### config.mk
export PLATFORM = sky130hd
export DESIGN_NAME = lis_cell
export DESIGN_NICKNAME = d
export VERILOG_FILES = /design/src/hw/rtl/lis_pkg.sv /design/src/hw/rtl/lis_cell.sv
export SDC_FILE = /design/constraint.sdc
export NUM_CORES = 1
export LEC_CHECK = 0
export ABC_AREA = 1
export BUFFER_PORTS_ARGS = -buffer_cell sky130_fd_sc_hd__buf_4
export CORE_MARGIN = 2
export CORE_UTILIZATION = 47
export CTS_CLUSTER_DIAMETER = 40
export DETAILED_ROUTE_END_ITERATION = 16
export PLACE_DENSITY = 0.87
export SYNTH_ARGS = -nofsm -noshare
export SYNTH_HDL_FRONTEND = slang
export SYNTH_SLANG_ARGS = --single-unit
export TNS_END_PERCENT = 20
### constraint.sdc
create_clock -name clk -period 2 [get_ports clk]
set_clock_uncertainty 0.05 [all_clocks]
set_input_delay 0.2 -clock clk [delete_from_list [all_inputs] [get_ports clk]]
set_output_delay 0.2 -clock clk [all_outputs]
set_load 0.005 [all_outputs]
### src/hw/rtl/lis_pkg.sv
// ----------------------------------------------------------------------------
// lis_pkg: shared types and constants for the increasing-run tracker
// Table size, field widths, the item and result structs and the token that travels between the cells.
// ----------------------------------------------------------------------------
package lis_pkg;

	// Table size and value width
	localparam int TABLE_DEPTH = 1024;
	localparam int VALUE_BITS  = 20;

	// Internal length width: must hold TABLE_DEPTH itself
	localparam int LEN_W     = $clog2(TABLE_DEPTH + 1);
	// Length width on the result port
	localparam int OUT_LEN_W = 11;

	// Input item
	typedef struct packed {
		logic [VALUE_BITS-1:0] value;
		logic                  first_of_sequence;
	} lis_in_t;

	// Result item
	typedef struct packed {
		logic [OUT_LEN_W-1:0] ending_length;
		logic [OUT_LEN_W-1:0] best_length;
		logic                 overflow;
	} lis_out_t;

	// Token handed from cell to cell
	typedef struct packed {
		logic [VALUE_BITS-1:0] value;
		logic                  first;   // clear every cell on the way
		logic                  placed;  // value already written into a cell
		logic [LEN_W-1:0]      ending;  // cells visited until placed
	} lis_tok_t;

endpackage

### src/hw/rtl/lis_cell.sv
// ----------------------------------------------------------------------------
// lis_cell: one tail slot of the row
// Holds one tail value and its in-use flag. A passing token either lands here
// (first slot not below its value, or first free slot) or moves on.
// ----------------------------------------------------------------------------
module lis_cell
	import lis_pkg::*;
(
	input  logic     clk,
	input  logic     arst_n,
	input  logic     en,
	input  logic     in_valid,
	input  lis_tok_t in_tok,
	output logic     out_valid,
	output lis_tok_t out_tok
);

	logic                  used_q;
	logic                  vld_q;
	logic [VALUE_BITS-1:0] tail_q;
	lis_tok_t              tok_q;

	logic     used_eff;
	logic     hit;
	lis_tok_t tok_d;

	// Slot match: a start token sees the slot as empty
	always_comb begin
		used_eff = used_q && !in_tok.first;
		hit      = !in_tok.placed && (!used_eff || (tail_q >= in_tok.value));
		tok_d        = in_tok;
		tok_d.placed = in_tok.placed || hit;
		tok_d.ending = in_tok.placed ? in_tok.ending : in_tok.ending + LEN_W'(1);
	end

	// Control: in-use flag and token valid
	always_ff @(posedge clk or negedge arst_n) begin
		if (!arst_n) begin
			used_q <= 1'b0;
			vld_q  <= 1'b0;
		end else if (en) begin
			vld_q <= in_valid;
			if (in_valid) begin
				if (in_tok.first) begin
					used_q <= hit;
				end else if (hit) begin
					used_q <= 1'b1;
				end
			end
		end
	end

	// Payload: tail value and forwarded token
	always_ff @(posedge clk) begin
		if (en && in_valid) begin
			if (hit) begin
				tail_q <= in_tok.value;
			end
			tok_q <= tok_d;
		end
	end

	assign out_valid = vld_q;
	assign out_tok   = tok_q;

endmodule

# [Word level (Yosys, flattened, before mapping)]
# Cells that the tools add are included.
[word_totals] reg_bits=55 inputBits=37 out_inout_bits=34 word_cells=23
[op_classes] n_addsub=1 magnitude_cmp=1 n_mux=3 n_reduce_logical=11
[ops] cell="20-bit >= comparator" count=1
[ops] cell="11-bit by 1-bit adder with 11-bit output (second input constant)" count=1
[ops] cell="11-bit two-way mux" count=1
[ops] cell="1-bit logical AND" count=3
[ops] cell="1-bit zero test" count=3
[ops] cell="3-bit AND reduction" count=1
[ops] cell="1-bit logical OR" count=2
[ops] cell="1-bit two-way mux" count=2
[ops] cell="2-bit AND reduction" count=1
[ops] cell="2-bit nonzero test" count=1

# [Logic depth before layout (Yosys ltp)]
# Gate-level depths: netlist (run 1).
[logic_depth] depth_word=7 mapped_depth=14

# [Worst setup path after synthesis (run 1)]
# OpenSTA, ideal clock, no wires.
[synth_timing] path_type="register to register" startpoint="register tail_q[15]" endpoint="register tail_q[0] (enable)" setup_time_ns=0.375 arrival_ns=1.624 t_required_ns=1.575 path_slack_ns=-0.049 stages_incl_launch_ff=12 n_path_buf=0 path_cell_list="edfxtp_1 ha_1 nand2_1 nor2_2 nand2_2 nor2_2 nand2_1 nand2_1 nor2_1 nand2_1 nand2_1 inv_1"
[synth_via] elab_chain_len=4
[synth_lines] element="start, declared" line="lis_cell.sv:20" source="logic [VALUE_BITS-1:0] tail_q;"
[synth_lines] element="start signal, assigned" line="lis_cell.sv:57" source="tail_q <= in_tok.value;"
[synth_lines] element="20-bit >= comparator" line="lis_cell.sv:30" source="hit = !in_tok.placed && (!used_eff || (tail_q >= in_tok.value));"
[synth_lines] element="1-bit logical OR" line="lis_cell.sv:30"
[synth_lines] element="1-bit logical AND" line="lis_cell.sv:30"
[synth_lines] element="2-bit AND reduction (no line)"
# No other way between the ends.
# A chain may end at the register's enable or synchronous reset.

# [Worst setup path after layout (run 1)]
[layout_timing] startpoint="register tail_q[19]" endpoint="register tail_q[14] (enable)"
# The elaborated chain is that of the path after synthesis.

==> results of run 1 <==
## layout make-up
type	instances	area share, %
well taps	70	2.52
clock inverters	2	1.01
clock buffers	6	2.38
flip-flops and latches	55	47.3
repair buffers	81	18.6
inverters	42	4.65
multi-input cells	106	23.6
## per-stage QoR
stage	instances	utilization, %
after CTS	358	65.0
final	362	67.5
after floorplan	204	-
after detailed placement	348	62.0
after global placement	348	62.0
after global routing	362	67.5
## cells in the final DEF (no fill, tap or decap), drive strengths merged
cell type	instances
buf	79
edfxtp	53
inv	41
nand2	41
ha	21
nor2	14
nand3	8
clkbuf	7
xor2	5
nand4	4
xnor2	4
a21oi	4
o21ai	3
nor3	2
dfrtp	2
clkinvlp	1
clkinv	1
bufinv	1
dlygate4sd3	1
## registers in the layout, summed over array words and instances, names as in the netlist
register,flops
out_valid,1
out_tok,33
used_q,1
tail_q,20
## Yosys cell counts
master,instances
dfrtp_1,2
nor3_2,1
xnor2_1,4
nor2_1,8
buf_6,1
a21oi_1,4
edfxtp_1,53
nand2_2,4
nand4_1,4
ha_1,21
inv_2,1
inv_1,41
nand3_1,5
xor2_1,5
nor3_1,1
nor2_4,3
nor2_2,3
o21ai_0,3
nand2_1,37
nand3_2,3
## worst max-delay path: stages (launching register included)
cell	delay [ns]
edfxtp_1	0.45
ha_4	0.32
nand2_4	0.05
nor2_4	0.12
nand2_2	0.08
nor2_2	0.09
nand2_1	0.05
nand2_1	0.06
nor2_1	0.04
nand2_1	0.11
nand2_2	0.09
clkinvlp_4	0.14
clkbuf_16	0.17
## power by group through the flow
stage / clock (mW) / sequential, mW / combinational [mW]
floorplan: 0 / 1.38 / 0.115
global placement: 0 / 1.38 / 0.295
CTS: 0.753 / 1.35 / 0.316
detailed placement: 0 / 1.38 / 0.307
global route: 0.800 / 1.36 / 0.382
finish: 0.745 / 1.35 / 0.343
## final timing paths
kind,start,end,slack (ns),cells after the start
max,tail_q[19],tail_q[14],-0.09,12
max in group asynchronous,arst_n,out_valid,1.63,2
min reg2reg,used_q,used_q,0.50,2
min,in_tok[16],out_tok[16],0.03,1
max reg2reg,tail_q[19],tail_q[14],-0.09,12
min in group asynchronous,arst_n,used_q,0.18,2
## routing by layer
layer  vias to the layer above  track usage [%]  wire length [um]
met5                         -                0                 0
met4                         0             3.21                31
met3                         4             8.02               480
met2                        58             29.0              2570
met1                       804             18.0              1930
li1                        846                -                 -
## kinds of logic after synthesis
group | synth area share, %
XOR/XNOR | 3.12
adder cells (fa/ha/maj) | 10.4
flip-flops | 64.9
AO/OA/AOI/OAI | 1.39
AND/OR/NAND/NOR | 13.5
buffers and inverters | 6.68
## repair_timing
action,CTS,global route
buffers inserted,1,3
endpoints found under the hold margin,2,0
setup endpoints to repair,18,20
gates resized for setup,4,10
pin swaps,0,3
hold buffers,1,0
gates cloned,0,1
==> reports/metrics.cfg, run 1 <==
[cells_and_area]
drive_above_1_share_pct = 39.4
multiInputGateArea_um2 = 818
syn_to_final_growth_pct = 37.3
final_area_um2 = 3470
nets = 349
n_fill_cell = 388
insertedDiodeCount = 0
seq_area_um2 = 1640

[worst_setup_path]
worstSetupStartpointType = register
cp-end-kind = register
cp_max_fo = 6
worst-endpoint-required_ns = 1.98
crit_arrival_ns = 2.07
worst-setup-path-type = register to register

[global_routing]
gr-total-overflow = 0
grt_pass1_wl_um = 7680
grt_pass1_vias = 1713
antenna_found_initial = 0
grt_max_degree = 17
grt_usage_pct = 16.4

[routing]
viasPerCell = 4.73
wl_per_cell_um = 13.8
first_iter_violations = 62
drcViolationCount = 0
routed_wl_um = 5010
ant_nets = 0
num_vias = 1712
first_pass_iters = 6

[outcome]
failed_checks = negative setup slack
status = finished with violations

[cts]
cts_root_buf = clkbuf_8
insertion_delay_ns = 0.30
cts.sinks = 55
cts_buffers = 5
h-tree-depth = 2
cts_tree = built
clkSlewWorstSetupHoldPaths_ns = 0.09
clockBufferDepth = 2

[worst_hold_path]
hold_class = input pin to register

[logic_synthesis]
synth-warning-count = 0
ys_types = 20
seq_area_frac_synth_pct = 64.9
ys_top_cells_by_area = edfxtp_1 (63%), ha_1 (10%), inv_1 (6.1%)
synth_nets = 262
yosys.area.top_type_share_pct = 62.9
synth_area_um2 = 2530
syn-mean-instance-area_um2 = 12.4
yosysTopAreaCell = edfxtp_1
ys_ff_latch = 55
synthCells = 204

[sta]
finalCriticalPeriod_ns = 2.09
setup_viol = 20
layout_worst_path_cycle_share_pct = 105
fmax_ghz = 0.478
tns_ns = -1.48
rsz0062_at_grt = true
holdWs_ns = 0.0341
slew_viol_final = 0
tightest_slew_ns = 0.380
setup_slack_ns = -0.0909
hold_viol = 0
relSlewSlack_pct = 74.6

[power_and_ir_drop]
pwr-share-comb_pct = 14.1
power_density_nw_per_um2 = 704
leakage_nw = 1.53
p_int_mw = 1.92
switching_share_pct = 21.4
p_clk_share_pct = 30.5
pwr-share-seq_pct = 55.5
vdd_drop_max_mv = 0.386
switchingPower_uw = 524
p_total_mw = 2.44

[placement]
port_buffers = 70
place_ws_ns = -0.0208
post_dp_cell_area_um2 = 3180
gp_congestion = 0.777
place_hpwl_um = 3660

[floorplanning]
die_w_um = 77.4
dieHeight_um = 77.4
initial_core_util_pct = 49.2
rows = 26
core-area_um2 = 5140
ios = 71
die_area_um2 = 5980

[run]
cap_violations = 0

Note: power is estimated with default switching activity, not from simulation.
==> run 2: changes to the inputs <==
Settings changed: CORE_ASPECT_RATIO from default to 1.1.
==> run 2 against run 1 <==
  * The run still ends with negative setup slack left
  * Routed wire length down 1.9%
  * Combinational power down 2%
  * Global-route usage up 0.47 points
  * Design area down 0.58%
  * Worst hold slack worse by 0.0090 ns
  * Flip-flop and latch count unchanged
  * Worst setup slack better by 0.055 ns
  * Sequential share of layout area up 0.27 points
  * Cell count up 0.55%
  * Critical path depth down 1
  * Sequential power about the same
==> reports/metrics.cfg, run 2 (synthesized netlist as in run 1, its figures left out) <==
[cts]
cts_tree = built
clockBufferDepth = 2
cts_root_buf = clkbuf_8
clkSlewWorstSetupHoldPaths_ns = 0.10
h-tree-depth = 2
cts_buffers = 5
insertion_delay_ns = 0.31
cts.sinks = 55

[sta]
setup_slack_ns = -0.0364
tns_ns = -0.452
setup_viol = 20
tightest_slew_ns = 0.317
finalCriticalPeriod_ns = 2.04
layout_worst_path_cycle_share_pct = 102
slew_viol_final = 0
holdWs_ns = 0.0251
fmax_ghz = 0.491
hold_viol = 0
rsz0062_at_grt = true
relSlewSlack_pct = 78.9

[power_and_ir_drop]
p_int_mw = 1.89
pwr-share-seq_pct = 55.7
pwr-share-comb_pct = 13.9
switchingPower_uw = 542
p_clk_share_pct = 30.4
power_density_nw_per_um2 = 705
switching_share_pct = 22.3
leakage_nw = 1.52
vdd_drop_max_mv = 0.381

[routing]
ant_nets = 0
num_vias = 1736
routed_wl_um = 4920
first_pass_iters = 4
first_iter_violations = 89
routed-wl-met3_um = 377
wl_per_cell_um = 13.5
wl_met1_um = 1850
met2_length_um = 2660
drcViolationCount = 0
viasPerCell = 4.77
top_layer_used = met4

[cells_and_area]
syn_to_final_growth_pct = 36.5
multiInputGateArea_um2 = 820
largest_register_ffs = 33
final_common_cell = buf_4
drive_above_1_share_pct = 38.8
nets = 346
seq_area_um2 = 1640
utilization_pct = 65.2
final_area_um2 = 3450
final_cells = 364
insertedDiodeCount = 0
n_fill_cell = 388
final_cell_mix = buf_4 (75), edfxtp_1 (53), inv_1 (40), nand2_1 (33), ha_1 (16)

[worst_hold_path]
holdPathStages = 1
hold_class = input pin to register
hold-path-endpoint = out_tok[12]
hold_start = in_tok[12]

[floorplanning]
ios = 71
dieHeight_um = 80.9
rows = 28
die_area_um2 = 5980
die_w_um = 73.9
core-area_um2 = 5290
initial_core_util_pct = 47.8

[worst_setup_path]
cp_slowest_cell = edfxtp_1
cp_max_fo = 7
critPathTopFamily = simple AND/OR/NAND/NOR gates
critPathBufInv = 3
cp-end-kind = register
r2r_end = tail_q[9]
reg2reg_depth = 11
worstSetupStartpointType = register
crit_arrival_ns = 2.06
reg2reg_from = tail_q[16]
crit_path_max_incr_delay_ns = 0.41
r2r_slack_ns = -0.04
worst-setup-path-type = register to register
worst-endpoint-required_ns = 2.03
path_common_cell = nand2_1
cp_cell_sequence = ha_1 -> nand2_2 -> nor2_4 -> buf_4 -> nand2_1 -> nand2_1 -> nor2_1 -> nand2_1 -> nand2_2 -> clkinvlp_4 -> clkbuf_16

[placement]
post_dp_cell_area_um2 = 3180
place_hpwl_um = 3660
gp_congestion = 0.739
placedCellCount = 352
port_buffers = 70

[global_routing]
grt_pass1_vias = 1741
gr-total-overflow = 0
grt_pass1_wl_um = 7560
grt_usage_pct = 16.9
grt_max_degree = 25
antenna_found_initial = 0

[run]
cap_violations = 0

[outcome]
failed_checks = negative setup slack
status = finished with violations

[run 2: cell count changes in the layout (fill, tap and decap cells not counted), sizes merged]
| cell | previous run | this run |
|---|---|---|
| buf | 79 | 76 |
| clkbuf | 7 | 6 |
| inv | 41 | 42 |
[run 2: metal layers]
metal,GRT usage (%),vias to the layer above
li1,-,839
met1,18.2,827
met2,29.9,66
met3,6.58,4
met4,6.00,0
met5,0,-
[run 2: repair_timing]
item | 4_1_cts | 5_1_grt
endpoints found under the setup margin | 20 | 20
pin swaps | 0 | 12
gates resized for setup | 2 | 13
hold buffers | 1 | 0
buffers inserted | 0 | 2
cloned | 0 | 1
hold endpoints to repair | 2 | 0
[run 2: metrics by stage]
stage / worst slack [ns] / total power [mW]
3_3_place_gp: 0.122 / 1.67
5_1_grt: -0.126 / 2.54
2_1_floorplan: 0.111 / 1.50
6_report: -0.0364 / 2.43
4_1_cts: 0.00705 / 2.42
3_5_place_dp: -0.00246 / 1.68
[run 2: cell type report]
type / instances / share of cell area (%)
Sequential cell: 55 / 47.6
Multi-Input combinational cell: 106 / 23.7
Timing Repair Buffer: 78 / 17.9
Inverter: 42 / 4.68
Tap cell: 75 / 2.72
Clock buffer: 5 / 1.99
Clock inverter: 3 / 1.38
[run 2: worst reg2reg max path: cells and delay by family, from the launching register on]
| kind | cells | cell delay (ns) |
|---|---|---|
| adders and majority gates | 1 | 0.32 |
| buffers and inverters | 3 | 0.46 |
| DFF | 1 | 0.41 |
| and+or+nand+nor | 7 | 0.58 |
[run 2: worst max-delay path by stage]
stage,endpoint,startpoint,cells past startpoint
floorplan,tail_q[0],tail_q[19],11
global placement,tail_q[0],tail_q[15],12
detailed placement,tail_q[10],tail_q[15],10
CTS,tail_q[8],tail_q[15],12
global route,tail_q[15],tail_q[16],12
finish,tail_q[9],tail_q[16],11
[run 2: power groups by stage]
stage          Sequential [mW]  Clock, mW  Combinational (mW)
6_report                  1.35      0.740               0.337
5_1_grt                   1.36      0.804               0.375
4_1_cts                   1.35      0.756               0.309
3_5_place_dp              1.38          0               0.304
3_3_place_gp              1.38          0               0.292
2_1_floorplan             1.38          0               0.115
==> run 3: changes to the inputs <==
Settings changed: CORE_UTILIZATION 47 to 36, PLACE_DENSITY 0.87 to 0.72, SLEW_MARGIN from default to 10, TNS_END_PERCENT 20 to 1.
==> run 3 against run 2 <==
  * The run now ends clean
  * Combinational power about the same
  * Flip-flop and latch count unchanged
  * Largest power group unchanged
  * Utilization decreased by 15 points
  * Count of clock-buffer cells in the layout increased by 1
  * Power decreased by 6.1%
  * Register-to-register slack improved by 0.05 ns
  * Clock power decreased by 19%
  * Critical path type unchanged
  * Sequential power about the same
  * Cell count increased by 3.3%
  * Global-route usage decreased by 4.3 points
  * Fmax increased by 2.5%
==> reports/metrics.cfg, run 3 (synthesized netlist as in run 1, its figures left out) <==
[routing]
drcViolationCount = 0
routed_wl_um = 4680
first_pass_iters = 4
ant_nets = 0
viasPerCell = 4.45
num_vias = 1675
wl_per_cell_um = 12.4
first_iter_violations = 68

[cts]
cts_buffers = 5
insertion_delay_ns = 0.31
h-tree-depth = 2
clkSlewWorstSetupHoldPaths_ns = 0.09
cts_root_buf = clkbuf_8
cts_tree = built
clockBufferDepth = 2
cts.sinks = 55

[cells_and_area]
drive_above_1_share_pct = 39.5
n_fill_cell = 621
syn_to_final_growth_pct = 36.6
final_common_cell = buf_4
final_cell_mix = buf_4 (76), edfxtp_1 (53), inv_1 (40), nand2_1 (32), ha_1 (15)
insertedDiodeCount = 0
largest_register_ffs = 33
nets = 348

[sta]
rsz0062_at_grt = true
finalCriticalPeriod_ns = 1.99
hold_viol = 0
tightest_slew_ns = 0.234
fmax_ghz = 0.504
relSlewSlack_pct = 84.4
tns_ns = 0
slew_viol_final = 0
layout_worst_path_cycle_share_pct = 99.3
setup_viol = 0

[worst_setup_path]
worstSetupStartpointType = register
r2r_slack_ns = 0.01
r2r_end = tail_q[17]
cp_slowest_cell = edfxtp_1
path_common_cell = nand2_2
reg2reg_from = tail_q[17]
cp_cell_sequence = ha_4 -> nand2_4 -> nor2_4 -> nand2_2 -> nor3_2 -> nand2_1 -> nand2_2 -> nand2_2 -> clkinvlp_4 -> buf_6
reg2reg_depth = 10
cp_max_fo = 8
crit_path_max_incr_delay_ns = 0.44
crit_arrival_ns = 1.96
cp-end-kind = register
worst-endpoint-required_ns = 1.98
worst-setup-path-type = register to register

[floorplanning]
ios = 71
die_area_um2 = 7710
die_w_um = 83.9
initial_core_util_pct = 36.5
dieHeight_um = 91.9
rows = 32
core-area_um2 = 6930

[placement]
gp_congestion = 0.773
port_buffers = 70
place_hpwl_um = 3630

[power_and_ir_drop]
vdd_drop_max_mv = 0.333
power_density_nw_per_um2 = 661
p_total_mw = 2.28
leakage_nw = 1.51

[worst_hold_path]
hold_class = input pin to register
hold-path-endpoint = out_tok[12]
hold_start = in_tok[12]
holdPathStages = 1

[global_routing]
grt_pass1_vias = 1756
grt_usage_pct = 12.6
gr-total-overflow = 0
antenna_found_initial = 0
grt_pass1_wl_um = 7740
grt_max_degree = 19

[outcome]
status = finished clean

[run]
cap_violations = 0

[run 3: cell count changes in the layout (fill, tap and decap cells not counted), sizes merged]
cell      delta
bufinv       -1
clkbuf       +1
inv          -1
buf          +2
clkinvlp     +1
[run 3: repair_timing]
| action | CTS | global route |
|---|---|---|
| hold endpoints to repair | 2 | 0 |
| hold buffers | 1 | 0 |
| pin swaps | 0 | 11 |
| setup buffers | 0 | 3 |
| resized for setup | 2 | 17 |
| endpoints found under the setup margin | 18 | 20 |
| cloned | 0 | 1 |
[run 3: where the power goes]
part	switching (mW)	internal (mW)
combinational	0.157	0.177
sequential	0.0187	1.33
clock	0.350	0.246
total	0.526	1.76
[run 3: final cells by class]
cell class	count	area [um2]	area share, %
Clock buffer	6	72.6	2.10
Tap cell	85	106	3.08
Multi-Input combinational cell	106	828	24.0
Sequential cell	55	1640	47.5
Inverter	42	161	4.67
Timing Repair Buffer	80	632	18.3
Clock inverter	2	12.5	0.362
[run 3: stage by stage]
stage	utilization, %	instances	area (um2)	setup slack [ns]	hold slack (ns)
final	49.9	376	3450	0.0140	0.0275
after global routing	49.9	376	3450	-0.0831	0.0134
after CTS	47.6	372	3290	0.00930	0.0211
after detailed placement	46.1	363	3190	-0.0320	-0.0600
after global placement	46.1	363	3190	0.0786	-0.0607
after floorplan	-	204	2530	0.111	-0.146
[run 3: critical path, delay by kind of cell (launching register included)]
kind	cells	cell delay (ns)
simple gates	7	0.61
flops	1	0.44
fa+ha+maj	1	0.31
buf+inv	2	0.28
[run 3: metal layers]
layer  wire [um]  up-vias  track usage (%)
met2        2270       51             21.0
met3         455        8             5.94
met1        1880      774             14.4
met4          72        0             4.03
li1            -      842                -
met5           0        -                0
[run 3: worst max path at each step]
stage	endpoint	from	depth (start not counted)
after floorplan	tail_q[0]	tail_q[19]	11
after global placement	tail_q[1]	tail_q[15]	10
after detailed placement	tail_q[12]	tail_q[15]	10
after CTS	tail_q[17]	tail_q[15]	12
after global routing	tail_q[17]	tail_q[11]	12
final	tail_q[17]	tail_q[17]	10
